--- src/rtl/i2cm_pkg.sv ---
// ----------------------------------------------------------------------------
// i2cm_pkg
// Types, codes and constants shared by the tick-driven I2C register master.
// ----------------------------------------------------------------------------
package i2cm_pkg;

    localparam int unsigned MAX_READ_COUNT = 255;

    localparam logic [7:0] ACK_TIMEOUT_RESET     = 8'd250;
    localparam logic [7:0] TICKS_PER_PHASE_RESET = 8'd1;

    // command codes
    localparam logic [1:0] OP_WRITE = 2'd1;
    localparam logic [1:0] OP_READ  = 2'd2;

    // configuration register indexes
    localparam logic CFG_ACK_TIMEOUT     = 1'b0;
    localparam logic CFG_TICKS_PER_PHASE = 1'b1;

    // header stages
    localparam logic [2:0] HDR_ADDR_WR = 3'd0;
    localparam logic [2:0] HDR_OFFSET  = 3'd1;
    localparam logic [2:0] HDR_DATA    = 3'd2;
    localparam logic [2:0] HDR_ADDR_RD = 3'd3;
    localparam logic [2:0] HDR_READING = 3'd4;
    localparam logic [2:0] HDR_FAILED  = 3'd7;

    typedef enum logic [17:0] {
        ST_IDLE      = 18'h00001,
        ST_START_A   = 18'h00002,
        ST_START_B   = 18'h00004,
        ST_START_C   = 18'h00008,
        ST_TX_LOW    = 18'h00010,
        ST_TX_HIGH   = 18'h00020,
        ST_ACK_LOW   = 18'h00040,
        ST_ACK_HIGH  = 18'h00080,
        ST_ACK_END   = 18'h00100,
        ST_RESTART   = 18'h00200,
        ST_RX_LOW    = 18'h00400,
        ST_RX_HIGH   = 18'h00800,
        ST_MACK_LOW  = 18'h01000,
        ST_MACK_HIGH = 18'h02000,
        ST_MACK_END  = 18'h04000,
        ST_STOP_A    = 18'h08000,
        ST_STOP_B    = 18'h10000,
        ST_STOP_C    = 18'h20000
    } seq_state_t;

    typedef struct packed {
        seq_state_t  seq;
        logic [2:0]  header_stage;
        logic [2:0]  bit_counter;
        logic [7:0]  shift_byte;
        logic [7:0]  bytes_left;
        logic [7:0]  timeout_counter;
        logic [7:0]  phase_counter;
        logic [6:0]  latched_address;
        logic [7:0]  latched_offset;
        logic [7:0]  latched_data;
        logic        is_read;
    } ctrl_state_t;

    typedef struct packed {
        logic        scl_level;
        logic        sda_level;
        logic        sda_drive_enable;
        logic [7:0]  read_byte;
        logic        read_valid;
        logic        read_last;
        logic        busy_res;
        logic        done_res;
        logic        ack_error;
    } tick_result_t;

    typedef struct packed {
        logic [7:0]  ack_timeout;
        logic [7:0]  ticks_per_phase;
    } cfg_t;

    localparam ctrl_state_t CTRL_RESET = '{
        seq:             ST_IDLE,
        header_stage:    HDR_ADDR_WR,
        bit_counter:     3'd0,
        shift_byte:      8'd0,
        bytes_left:      8'd0,
        timeout_counter: 8'd0,
        phase_counter:   8'd0,
        latched_address: 7'd0,
        latched_offset:  8'd0,
        latched_data:    8'd0,
        is_read:         1'b0
    };

endpackage

--- src/rtl/i2cm_step.sv ---
// ----------------------------------------------------------------------------
// i2cm_step
// Next-state and pin logic for one bus tick of the I2C register master.
// ----------------------------------------------------------------------------
module i2cm_step
    import i2cm_pkg::*;
#(
    parameter int unsigned MAX_READ_COUNT = i2cm_pkg::MAX_READ_COUNT
)
(
    input  ctrl_state_t  cur,
    input  cfg_t         cfg,
    input  logic [1:0]   operation,
    input  logic [6:0]   device_address,
    input  logic [7:0]   register_offset,
    input  logic [7:0]   write_data,
    input  logic [7:0]   read_count,
    input  logic         sda_in,
    output ctrl_state_t  nxt,
    output tick_result_t res
);

    seq_state_t  st;
    logic [7:0]  tpp;
    logic [8:0]  phase_inc;
    logic [8:0]  timeout_inc;
    logic        phase_end;
    logic [7:0]  rc;
    logic [7:0]  rx_shift;
    logic [7:0]  bytes_dec;
    logic [2:0]  hdr_new;
    logic        load_hdr;
    logic        mack_level;

    always_comb
    begin
        case (cur.seq)
            ST_IDLE, ST_START_A, ST_START_B, ST_START_C, ST_TX_LOW, ST_TX_HIGH,
            ST_ACK_LOW, ST_ACK_HIGH, ST_ACK_END, ST_RESTART, ST_RX_LOW,
            ST_RX_HIGH, ST_MACK_LOW, ST_MACK_HIGH, ST_MACK_END, ST_STOP_A,
            ST_STOP_B, ST_STOP_C: st = cur.seq;
            default:              st = ST_IDLE;
        endcase
    end

    assign tpp         = (cfg.ticks_per_phase == 8'd0) ? 8'd1 : cfg.ticks_per_phase;
    assign phase_inc   = {1'b0, cur.phase_counter} + 9'd1;
    assign timeout_inc = {1'b0, cur.timeout_counter} + 9'd1;
    assign phase_end   = phase_inc >= {1'b0, tpp};
    assign rx_shift    = {cur.shift_byte[6:0], sda_in};
    assign bytes_dec   = (cur.bytes_left != 8'd0) ? cur.bytes_left - 8'd1 : 8'd0;
    assign mack_level  = (cur.bytes_left == 8'd0);

    always_comb
    begin
        if (read_count == 8'd0)
        begin
            rc = 8'd1;
        end
        else if (32'(read_count) > MAX_READ_COUNT)
        begin
            rc = 8'(MAX_READ_COUNT);
        end
        else
        begin
            rc = read_count;
        end
    end

    // pin levels for the phase the tick starts in
    always_comb
    begin
        res                  = '0;
        res.scl_level        = 1'b1;
        res.sda_level        = 1'b1;
        res.sda_drive_enable = 1'b1;
        res.busy_res         = (st != ST_IDLE);
        case (st)
            ST_START_B:   res.sda_level = 1'b0;
            ST_START_C:
            begin
                res.scl_level = 1'b0;
                res.sda_level = 1'b0;
            end
            ST_TX_LOW:
            begin
                res.scl_level = 1'b0;
                res.sda_level = cur.shift_byte[7];
            end
            ST_TX_HIGH:   res.sda_level = cur.shift_byte[7];
            ST_ACK_LOW, ST_ACK_END, ST_RX_LOW:
            begin
                res.scl_level        = 1'b0;
                res.sda_drive_enable = 1'b0;
            end
            ST_ACK_HIGH, ST_RX_HIGH: res.sda_drive_enable = 1'b0;
            ST_RESTART:   res.scl_level = 1'b0;
            ST_MACK_LOW, ST_MACK_END:
            begin
                res.scl_level = 1'b0;
                res.sda_level = mack_level;
            end
            ST_MACK_HIGH: res.sda_level = mack_level;
            ST_STOP_A:
            begin
                res.scl_level = 1'b0;
                res.sda_level = 1'b0;
            end
            ST_STOP_B:    res.sda_level = 1'b0;
            default:      ;
        endcase

        nxt      = cur;
        nxt.seq  = st;
        hdr_new  = cur.header_stage;
        load_hdr = 1'b0;

        if (st == ST_IDLE)
        begin
            if ((operation == OP_WRITE) || (operation == OP_READ))
            begin
                nxt.latched_address = device_address;
                nxt.latched_offset  = register_offset;
                nxt.latched_data    = write_data;
                nxt.is_read         = (operation == OP_READ);
                nxt.bytes_left      = rc;
                nxt.header_stage    = HDR_ADDR_WR;
                nxt.bit_counter     = 3'd0;
                nxt.timeout_counter = 8'd0;
                nxt.phase_counter   = 8'd0;
                nxt.seq             = ST_START_A;
            end
        end
        else if (st == ST_ACK_HIGH)
        begin
            if (!sda_in)
            begin
                nxt.phase_counter = 8'd0;
                nxt.seq           = ST_ACK_END;
            end
            else if (timeout_inc > {1'b0, cfg.ack_timeout})
            begin
                nxt.header_stage  = HDR_FAILED;
                nxt.phase_counter = 8'd0;
                nxt.seq           = ST_STOP_A;
            end
            else
            begin
                nxt.timeout_counter = timeout_inc[7:0];
            end
        end
        else if (!phase_end)
        begin
            nxt.phase_counter = phase_inc[7:0];
        end
        else
        begin
            nxt.phase_counter = 8'd0;
            case (st)
                ST_START_A: nxt.seq = ST_START_B;
                ST_START_B: nxt.seq = ST_START_C;
                ST_START_C:
                begin
                    load_hdr = 1'b1;
                    nxt.seq  = ST_TX_LOW;
                end
                ST_TX_LOW:  nxt.seq = ST_TX_HIGH;
                ST_TX_HIGH:
                begin
                    nxt.shift_byte = {cur.shift_byte[6:0], 1'b0};
                    if (cur.bit_counter == 3'd7)
                    begin
                        nxt.bit_counter     = 3'd0;
                        nxt.timeout_counter = 8'd0;
                        nxt.seq             = ST_ACK_LOW;
                    end
                    else
                    begin
                        nxt.bit_counter = cur.bit_counter + 3'd1;
                        nxt.seq         = ST_TX_LOW;
                    end
                end
                ST_ACK_LOW: nxt.seq = ST_ACK_HIGH;
                ST_ACK_END:
                begin
                    case (cur.header_stage)
                        HDR_ADDR_WR:
                        begin
                            hdr_new  = HDR_OFFSET;
                            load_hdr = 1'b1;
                            nxt.seq  = ST_TX_LOW;
                        end
                        HDR_OFFSET:
                        begin
                            if (cur.is_read)
                            begin
                                nxt.header_stage = HDR_ADDR_RD;
                                nxt.seq          = ST_RESTART;
                            end
                            else
                            begin
                                hdr_new  = HDR_DATA;
                                load_hdr = 1'b1;
                                nxt.seq  = ST_TX_LOW;
                            end
                        end
                        HDR_ADDR_RD:
                        begin
                            nxt.header_stage = HDR_READING;
                            nxt.bit_counter  = 3'd0;
                            nxt.shift_byte   = 8'd0;
                            nxt.seq          = ST_RX_LOW;
                        end
                        default:    nxt.seq = ST_STOP_A;
                    endcase
                end
                ST_RESTART: nxt.seq = ST_START_A;
                ST_RX_LOW:  nxt.seq = ST_RX_HIGH;
                ST_RX_HIGH:
                begin
                    nxt.shift_byte = rx_shift;
                    if (cur.bit_counter == 3'd7)
                    begin
                        nxt.bit_counter = 3'd0;
                        nxt.bytes_left  = bytes_dec;
                        res.read_byte   = rx_shift;
                        res.read_valid  = 1'b1;
                        res.read_last   = (bytes_dec == 8'd0);
                        nxt.seq         = ST_MACK_LOW;
                    end
                    else
                    begin
                        nxt.bit_counter = cur.bit_counter + 3'd1;
                        nxt.seq         = ST_RX_LOW;
                    end
                end
                ST_MACK_LOW:  nxt.seq = ST_MACK_HIGH;
                ST_MACK_HIGH: nxt.seq = ST_MACK_END;
                ST_MACK_END:
                begin
                    if (cur.bytes_left == 8'd0)
                    begin
                        nxt.seq = ST_STOP_A;
                    end
                    else
                    begin
                        nxt.shift_byte = 8'd0;
                        nxt.seq        = ST_RX_LOW;
                    end
                end
                ST_STOP_A:    nxt.seq = ST_STOP_B;
                ST_STOP_B:    nxt.seq = ST_STOP_C;
                default:
                begin
                    res.done_res     = 1'b1;
                    res.ack_error    = (cur.header_stage == HDR_FAILED);
                    nxt.header_stage = HDR_ADDR_WR;
                    nxt.seq          = ST_IDLE;
                end
            endcase
        end

        if (load_hdr)
        begin
            nxt.header_stage = hdr_new;
            nxt.bit_counter  = 3'd0;
            case (hdr_new)
                HDR_ADDR_WR: nxt.shift_byte = {cur.latched_address, 1'b0};
                HDR_OFFSET:  nxt.shift_byte = cur.latched_offset;
                HDR_DATA:    nxt.shift_byte = cur.latched_data;
                default:     nxt.shift_byte = {cur.latched_address, 1'b1};
            endcase
        end
    end

endmodule

--- src/rtl/i2c_master_register_access.sv ---
// ----------------------------------------------------------------------------
// i2c_master_register_access
// Tick-driven I2C master for single register writes and register read bursts.
// The result of a tick is loaded into the output register in the cycle after
// the tick is accepted. One tick per cycle is taken while no result waits or
// out_ready is high. Reset clears the sequencer to idle and the registers to
// ack_timeout 250, ticks_per_phase 1.
// ----------------------------------------------------------------------------
module i2c_master_register_access
    import i2cm_pkg::*;
#(
    parameter int unsigned MAX_READ_COUNT = i2cm_pkg::MAX_READ_COUNT
)
(
    input  logic        clk,
    input  logic        rst_n,

    input  logic        in_valid,
    output logic        in_ready,
    input  logic [1:0]  operation,
    input  logic [6:0]  device_address,
    input  logic [7:0]  register_offset,
    input  logic [7:0]  write_data,
    input  logic [7:0]  read_count,
    input  logic        sda_in,

    output logic        out_valid,
    input  logic        out_ready,
    output logic        scl_level,
    output logic        sda_level,
    output logic        sda_drive_enable,
    output logic [7:0]  read_byte,
    output logic        read_valid,
    output logic        read_last,
    output logic        busy_res,
    output logic        done_res,
    output logic        ack_error,

    input  logic        cfg_we,
    input  logic        cfg_index,
    input  logic [7:0]  cfg_data
);

    ctrl_state_t  ctrl_reg;
    ctrl_state_t  ctrl_next;
    cfg_t         cfg_reg;
    tick_result_t res_reg;
    tick_result_t res_next;
    logic         out_valid_reg;
    logic         accept;

    assign in_ready = !out_valid_reg || out_ready;
    assign accept   = in_valid && in_ready;

    i2cm_step #(
        .MAX_READ_COUNT  (MAX_READ_COUNT)
    ) u_step (
        .cur             (ctrl_reg),
        .cfg             (cfg_reg),
        .operation       (operation),
        .device_address  (device_address),
        .register_offset (register_offset),
        .write_data      (write_data),
        .read_count      (read_count),
        .sda_in          (sda_in),
        .nxt             (ctrl_next),
        .res             (res_next)
    );

    always_ff @(posedge clk or negedge rst_n)
    begin
        if (!rst_n)
        begin
            cfg_reg.ack_timeout     <= ACK_TIMEOUT_RESET;
            cfg_reg.ticks_per_phase <= TICKS_PER_PHASE_RESET;
        end
        else if (cfg_we)
        begin
            case (cfg_index)
                CFG_ACK_TIMEOUT:     cfg_reg.ack_timeout     <= cfg_data;
                CFG_TICKS_PER_PHASE: cfg_reg.ticks_per_phase <= cfg_data;
                default:             ;
            endcase
        end
    end

    always_ff @(posedge clk or negedge rst_n)
    begin
        if (!rst_n)
        begin
            ctrl_reg      <= CTRL_RESET;
            out_valid_reg <= 1'b0;
        end
        else
        begin
            if (accept)
            begin
                ctrl_reg <= ctrl_next;
            end
            if (in_ready)
            begin
                out_valid_reg <= in_valid;
            end
        end
    end

    always_ff @(posedge clk)
    begin
        if (accept)
        begin
            res_reg <= res_next;
        end
    end

    assign out_valid        = out_valid_reg;
    assign scl_level        = res_reg.scl_level;
    assign sda_level        = res_reg.sda_level;
    assign sda_drive_enable = res_reg.sda_drive_enable;
    assign read_byte        = res_reg.read_byte;
    assign read_valid       = res_reg.read_valid;
    assign read_last        = res_reg.read_last;
    assign busy_res         = res_reg.busy_res;
    assign done_res         = res_reg.done_res;
    assign ack_error        = res_reg.ack_error;

endmodule

--- config.mk ---
export PLATFORM = sky130hd
export DESIGN_NAME = i2c_master_register_access
export DESIGN_NICKNAME = d
export VERILOG_FILES = /design/src/rtl/i2cm_pkg.sv /design/src/rtl/i2cm_step.sv /design/src/rtl/i2c_master_register_access.sv
export SDC_FILE = /design/constraint.sdc
export NUM_CORES = 1
export LEC_CHECK = 0
export ABC_CLOCK_PERIOD_IN_PS = 5400
export CORE_UTILIZATION = 43
export DETAILED_ROUTE_END_ITERATION = 12
export DONT_BUFFER_PORTS = 1
export SETUP_SLACK_MARGIN = 0.02
export SLEW_MARGIN = 20
export SYNTH_ARGS = -nofsm -noshare
export SYNTH_HDL_FRONTEND = slang
export SYNTH_SLANG_ARGS = --single-unit
export TNS_END_PERCENT = 10
--- constraint.sdc ---
create_clock -name clk -period 5.4 [get_ports clk]
set_input_delay 0.54 -clock clk [delete_from_list [all_inputs] [get_ports clk]]
set_output_delay 0.54 -clock clk [all_outputs]
set_load 0.01 [all_outputs]
* Word-level counts from Yosys, hierarchy flattened
Index checks and enable logic that the tools add are counted.
Widths: inputs -> output; s select.
** Storage, ports and cells
- Word-level logic and storage cells :: 196
- Bits in latches :: 0
- Output and inout bits :: 18
- Bits in registers :: 113
- Bits in writable memories :: 0
- Memories :: 0
- ROM bits :: 0
- Input bits :: 48
** Operators by class
- Magnitude comparators :: 2
- $add $sub $neg :: 4
- Bitwise logic cells :: 4
- Mux-type cells :: 58
- Equality and inequality tests :: 61
- Reduce and logical (&&, ||, !) cells :: 44
- Divide/modulo/power cells :: 0
- $mul :: 0
- Shift operators :: 0
** Operators by type and width (number)
- $pmux 18 s15 :: 1
- $mux 8 :: 14
- $mux 48 :: 2
- $mux 24 :: 3
- $pmux 18 s3 :: 1
- $mux 21 :: 2
- $eq 18x1->1 const B :: 2
- $eq 18x10->1 const B :: 2
- $eq 18x11->1 const B :: 2
- $eq 18x12->1 const B :: 2
- $eq 18x13->1 const B :: 2
- $eq 18x14->1 const B :: 2
- $eq 18x15->1 const B :: 2
- $eq 18x16->1 const B :: 2
- $eq 18x17->1 const B :: 2
- $eq 18x2->1 const B :: 2
- $eq 18x3->1 const B :: 2
- $eq 18x4->1 const B :: 2
- $eq 18x5->1 const B :: 2
- $eq 18x6->1 const B :: 2
- $eq 18x7->1 const B :: 2
- $eq 18x8->1 const B :: 2
- $eq 18x9->1 const B :: 2
- $mux 18 :: 2
- other kinds (59) :: 114

* Logic depth before layout (Yosys ltp)
- Depth in word-level cells :: 11
- Gate-level depth with buffers :: 14
- Depth with buffers taken out :: 13

* Modules after synthesis
Synthesis repeated with hierarchy kept, for this count alone.
** Second synthesis, totals
- Cells, all modules :: 791
- Area total of the unflattened synthesis :: 7522.2 µm²
** Modules (own cells, without submodules)
- i2c_master_register_access :: area an instance 4139.0 µm², instances 1, cells each 224
- i2cm_step :: area an instance 3383.2 µm², instances 1, cells each 567

* Least setup slack after synthesis
No wires, ideal clock.
- Path type :: register to register
- From :: register ctrl_reg[24] in the netlist's numbering
- To :: register ctrl_reg[32] in the netlist's numbering
- Arrival time :: 3.167 ns
- Cell stages (with the launch flop) :: 14
- Required time :: 5.272 ns
- Setup slack :: 2.105 ns
- Cells stage by stage :: dfrtp_1 > ha_1 > nand3_1 > or2_2 > xnor2_1 > ha_1 > a21o_1 > a211oi_1 > a21o_2 > buf_4 > nor3_1 > o31a_2 > o21ai_4 > mux2_1
** On the way
- Longest elaborated chain between the ends :: 4
** Ends and longest elaborated chain
- start, declared :: RTL line i2c_master_register_access.sv:44 : ctrl_state_t ctrl_reg;
- start signal, assigned :: RTL line i2c_master_register_access.sv:98 : ctrl_reg <= ctrl_next;
- $add 8x1->9 :: RTL line i2cm_step.sv:47 : assign phase_inc = {1'b0, cur.phase_counter} + 9'd1;
- $ge 9x8->1 :: RTL line i2cm_step.sv:49 : assign phase_end = phase_inc >= {1'b0, tpp};
- $reduce_bool 3->1 (no line)
- $reduce_and 7->1 (no line)
Every way passes these cells.
A chain may end at the register's enable or synchronous reset.

* Final worst setup path
- From :: register ctrl_reg[24] in the netlist's numbering
- To :: register ctrl_reg[53] in the netlist's numbering
** On the way
- Longest elaborated chain between the ends :: 8
- Elaborated cells between the ends (all ways) :: 20
- Classes of those cells :: 1 x add/sub; 1 x order compare; 6 x eq/ne; 8 x mux; 4 x reduce/logical
** Ends and longest elaborated chain
- $add 8x1->9 * :: RTL line i2cm_step.sv:47
- $ge 9x8->1 * :: RTL line i2cm_step.sv:49
- $mux 3 :: RTL line i2cm_step.sv:152 : else if (!phase_end)
- $mux 3 :: RTL line i2cm_step.sv:134 : else if (st == ST_ACK_HIGH)
- $mux 3 :: RTL line i2cm_step.sv:118 : if (st == ST_IDLE)
- $eq 3x2->1 (tied with other cells) :: RTL line i2cm_step.sv:267 : case (hdr_new)
- $pmux 8 s3 :: RTL line i2cm_step.sv:267
- $mux 14 :: RTL line i2cm_step.sv:263 : if (load_hdr)
Every way passes the cells marked *; elsewhere a longest branch is shown, timed or not.

==> results.sh <==
export IMPL_synth_edf_count=16
export IMPL_place_gp_congestion=0.903
export IMPL_yosysUniqueCellTypes=92
export IMPL_largest_reg_flops=80
export IMPL_timing_final_crit_period_ps=4020
export IMPL_met3_wirelength_um=1120
export IMPL_routed_wl_met2_um=7420
export IMPL_maximum_number_of_pins_on_one_net_before_global_route_repair=98
export IMPL_required_time_reported_for_the_critical_path_endpoint_ps=5740
export IMPL_yosys_warnings=0
export IMPL_yosysSeqAreaShare_pct=43.8
export IMPL_synth_cell_area_um2=6670
export IMPL_tns_ps=0
export IMPL_finalMaxSlewViolations=0
export IMPL_fillers=1354
export IMPL_vias=5072
export IMPL_cts_buffers_inserted=17
export IMPL_power_density_cell_area_nw_per_um2=442
export IMPL_design_final_nets=713
export IMPL_final_setup_skew_ps=10.2
export IMPL_grt_ovfl_total=0
export IMPL_tritoncts="yes"
export IMPL_timing_worst_slew_pin_value_ps=1040
export IMPL_first_iter_violations=505
export IMPL_wl_met1_um=7510
export IMPL_post_route_util_pct=48.2
export IMPL_cts_root_buf="sky130_fd_sc_hd__clkbuf_16"
export IMPL_hold_viol_final=0
export IMPL_cp_max_fo=11
export IMPL_synth_async_reset_ratio_pct=85.8
export IMPL_clock_latency_ps=420
export IMPL_min_delay_path_class="in2async"
export IMPL_critPathCaptureType="flop"
export IMPL_cp_startpoint="ctrl_reg[24]$_DFFE_PN0P_"
export IMPL_static_leakage_power_nw=3.19
export IMPL_grt_use_total_pct=21.5
export IMPL_critPathLaunchType="flop"
export IMPL_numClockSinks=113
export IMPL_final_cell_mix="sky130_fd_sc_hd__dfrtp_1, sky130_fd_sc_hd__nand2_1, sky130_fd_sc_hd__nor2_1"
export IMPL_syn2layout_area_growth_pct=9.46
export IMPL_cts_htree_levels=4
export IMPL_ir_worst_vdd_v=0.000279
export IMPL_dp_hpwl_um=11700
export IMPL_post_route_cells_drive_above_1_share_pct=16.3
export IMPL_design_core_area_um2=15100
export IMPL_postSynth_topFlopCell="sky130_fd_sc_hd__dfrtp_1"
export IMPL_remaining_routing_drc_violations=0
export IMPL_setup_reg_to_reg_worst_slack_ps=1380
export IMPL_rsz0062_at_grt="no"
export IMPL_global_route_wire_length_before_repair_um=26500
export IMPL_cts_reportedPaths_clkPinSlew_ps=50
export IMPL_setup_worst_path_class="reg2reg"
export IMPL_drt_wl_total_um=16300
export IMPL_num_io_pins=66
export IMPL_drt_pass1_iter_count=6
export IMPL_grt_antenna_before_repair=0
export IMPL_achievable_frequency_ghz=0.249
export IMPL_n_antenna_cell=0
export IMPL_fp_dieArea_um2=16000
export IMPL_count_of_state_elements_after_synthesis=113
export IMPL_clock_tree_buffer_depth=2
export IMPL_die_width_um=127
export IMPL_route_detailed_wl_per_inst_um=19.3
export IMPL_routed_top_layer="met4"
export IMPL_crit_reg2reg_capture="ctrl_reg[53]$_DFFE_PN0P_"
export IMPL_portBuffers=0
export IMPL_period_share_pct=74.5
export IMPL_ff2ff_path_depth=12
export IMPL_postSynthCellCount=644
export IMPL_viasPerCell=6.02
export IMPL_die_height_um=127
export IMPL_final_setup_viol_count=0
export IMPL_r2r_start="ctrl_reg[24]$_DFFE_PN0P_"
export IMPL_layout_commonest_cell="sky130_fd_sc_hd__dfrtp_1"
export IMPL_max_cap_violations=0
export IMPL_row_count=45
export IMPL_syn_area_per_cell_um2=10.4
export IMPL_worst_ep_arrival_time_ps=4360
export IMPL_initial_utilization_pct=44.0
export IMPL_grt_pass1_vias=5075
export IMPL_synthesis_nets=715
export IMPL_relSlewSlack_pct=30.2
export IMPL_status="complete, no violations"
export IMPL_totalPowerFinal_mw=3.22
export IMPL_antenna_left=0
==> worst max-delay path, stage by stage, from the launching register on <==
cell                       delay (ps)
sky130_fd_sc_hd__dfrtp_1          400
sky130_fd_sc_hd__ha_1             220
sky130_fd_sc_hd__nand3_1          140
sky130_fd_sc_hd__or2_2            360
sky130_fd_sc_hd__xnor2_1          140
sky130_fd_sc_hd__ha_1             310
sky130_fd_sc_hd__a21o_1           170
sky130_fd_sc_hd__a211oi_1         470
sky130_fd_sc_hd__a21o_2           380
sky130_fd_sc_hd__nor2_2           100
sky130_fd_sc_hd__a211oi_1         840
sky130_fd_sc_hd__a222oi_1         220
sky130_fd_sc_hd__o21ai_1          180
==> how the worst max path moves through the flow <==
stage	end	slack (ps)	depth (start not counted)
after global placement	ctrl_reg[40]$_DFFE_PN0P_	1560	12
after CTS	ctrl_reg[40]$_DFFE_PN0P_	1410	12
final	ctrl_reg[53]$_DFFE_PN0P_	1380	12
after global routing	ctrl_reg[55]$_DFFE_PN0P_	1120	12
after detailed placement	ctrl_reg[40]$_DFFE_PN0P_	1410	12
after floorplan	ctrl_reg[32]$_DFFE_PN0P_	2110	13
==> per-stage QoR <==
stage | hold slack, ps | cells | cell area [um^2] | worst slack (ps)
after global routing | 93.0 | 843 | 7300 | 1120
final | 51.0 | 843 | 7300 | 1380
after detailed placement | 254 | 810 | 6740 | 1410
after global placement | 253 | 810 | 6740 | 1560
after floorplan | 244 | 644 | 6670 | 2110
after CTS | 72.6 | 843 | 7300 | 1410
==> logic make-up (layout without fill, tap and decap cells) <==
| family | after synthesis | in the layout | synth area share [%] |
|---|---|---|---|
| AND/OR/NAND/NOR | 230 | 230 | 19.3 |
| AO/OA/AOI/OAI | 163 | 163 | 17.9 |
| flip-flops | 113 | 113 | 43.8 |
| buffers and inverters | 55 | 66 | 4.35 |
| multiplexers | 38 | 38 | 7.43 |
| adder cells (fa/ha/maj) | 24 | 24 | 4.47 |
| XOR/XNOR | 21 | 21 | 2.76 |
==> cells in the mapped netlist (9+ instances only) <==
library cell               instances  share of area, %
sky130_fd_sc_hd__mux2_4           19               4.3
sky130_fd_sc_hd__a21oi_1          26               2.0
sky130_fd_sc_hd__a211oi_1          9               1.0
sky130_fd_sc_hd__clkbuf_1         11              0.62
sky130_fd_sc_hd__dfrtp_1          89                33
sky130_fd_sc_hd__a22o_1           11               1.4
sky130_fd_sc_hd__mux2_2           10               1.7
sky130_fd_sc_hd__o21ai_1          11              0.83
sky130_fd_sc_hd__and2_1           13               1.2
sky130_fd_sc_hd__nand3_1          20               1.5
sky130_fd_sc_hd__and3_1           10              0.94
sky130_fd_sc_hd__nor2b_1          11               1.0
sky130_fd_sc_hd__a31oi_1          12               1.1
sky130_fd_sc_hd__xnor2_1          13               1.7
sky130_fd_sc_hd__nor2_1           40               2.3
sky130_fd_sc_hd__nand2_1          60               3.4
sky130_fd_sc_hd__inv_1            30               1.7
sky130_fd_sc_hd__o21ai_0          35               2.6
sky130_fd_sc_hd__ha_1             23               4.3
sky130_fd_sc_hd__edfxtp_1         16               7.2
sky130_fd_sc_hd__nor3_1           19               1.4
==> power breakdown <==
| group | switching [mW] | internal (mW) |
|---|---|---|
| sequential | 0.163 | 1.05 |
| combinational | 0.577 | 0.435 |
| clock | 0.392 | 0.606 |
==> layout make-up <==
cell class              instances  area [um^2]  share of cell area [%]
multi-input cells             476         3460                    47.4
flip-flops and latches        113         2920                    40.0
clock buffers                  22          465                    6.38
well taps                     188          235                    3.22
inverters                      31          116                    1.59
clock inverters                10         61.3                   0.840
repair buffers                  3         42.5                   0.583
==> per-layer routing <==
metal,track usage (%),up-vias
li1,-,2385
met1,29.0,2509
met2,33.5,155
met3,5.86,23
met4,7.16,0
met5,0,-
==> what timing repair did <==
item / CTS / global route
endpoints found under the hold margin: 97 / 0
setup buffers: 0 / 0
hold buffers: 1 / 0
resized for setup: 0 / 0
Power figures use the tool's default switching activity.
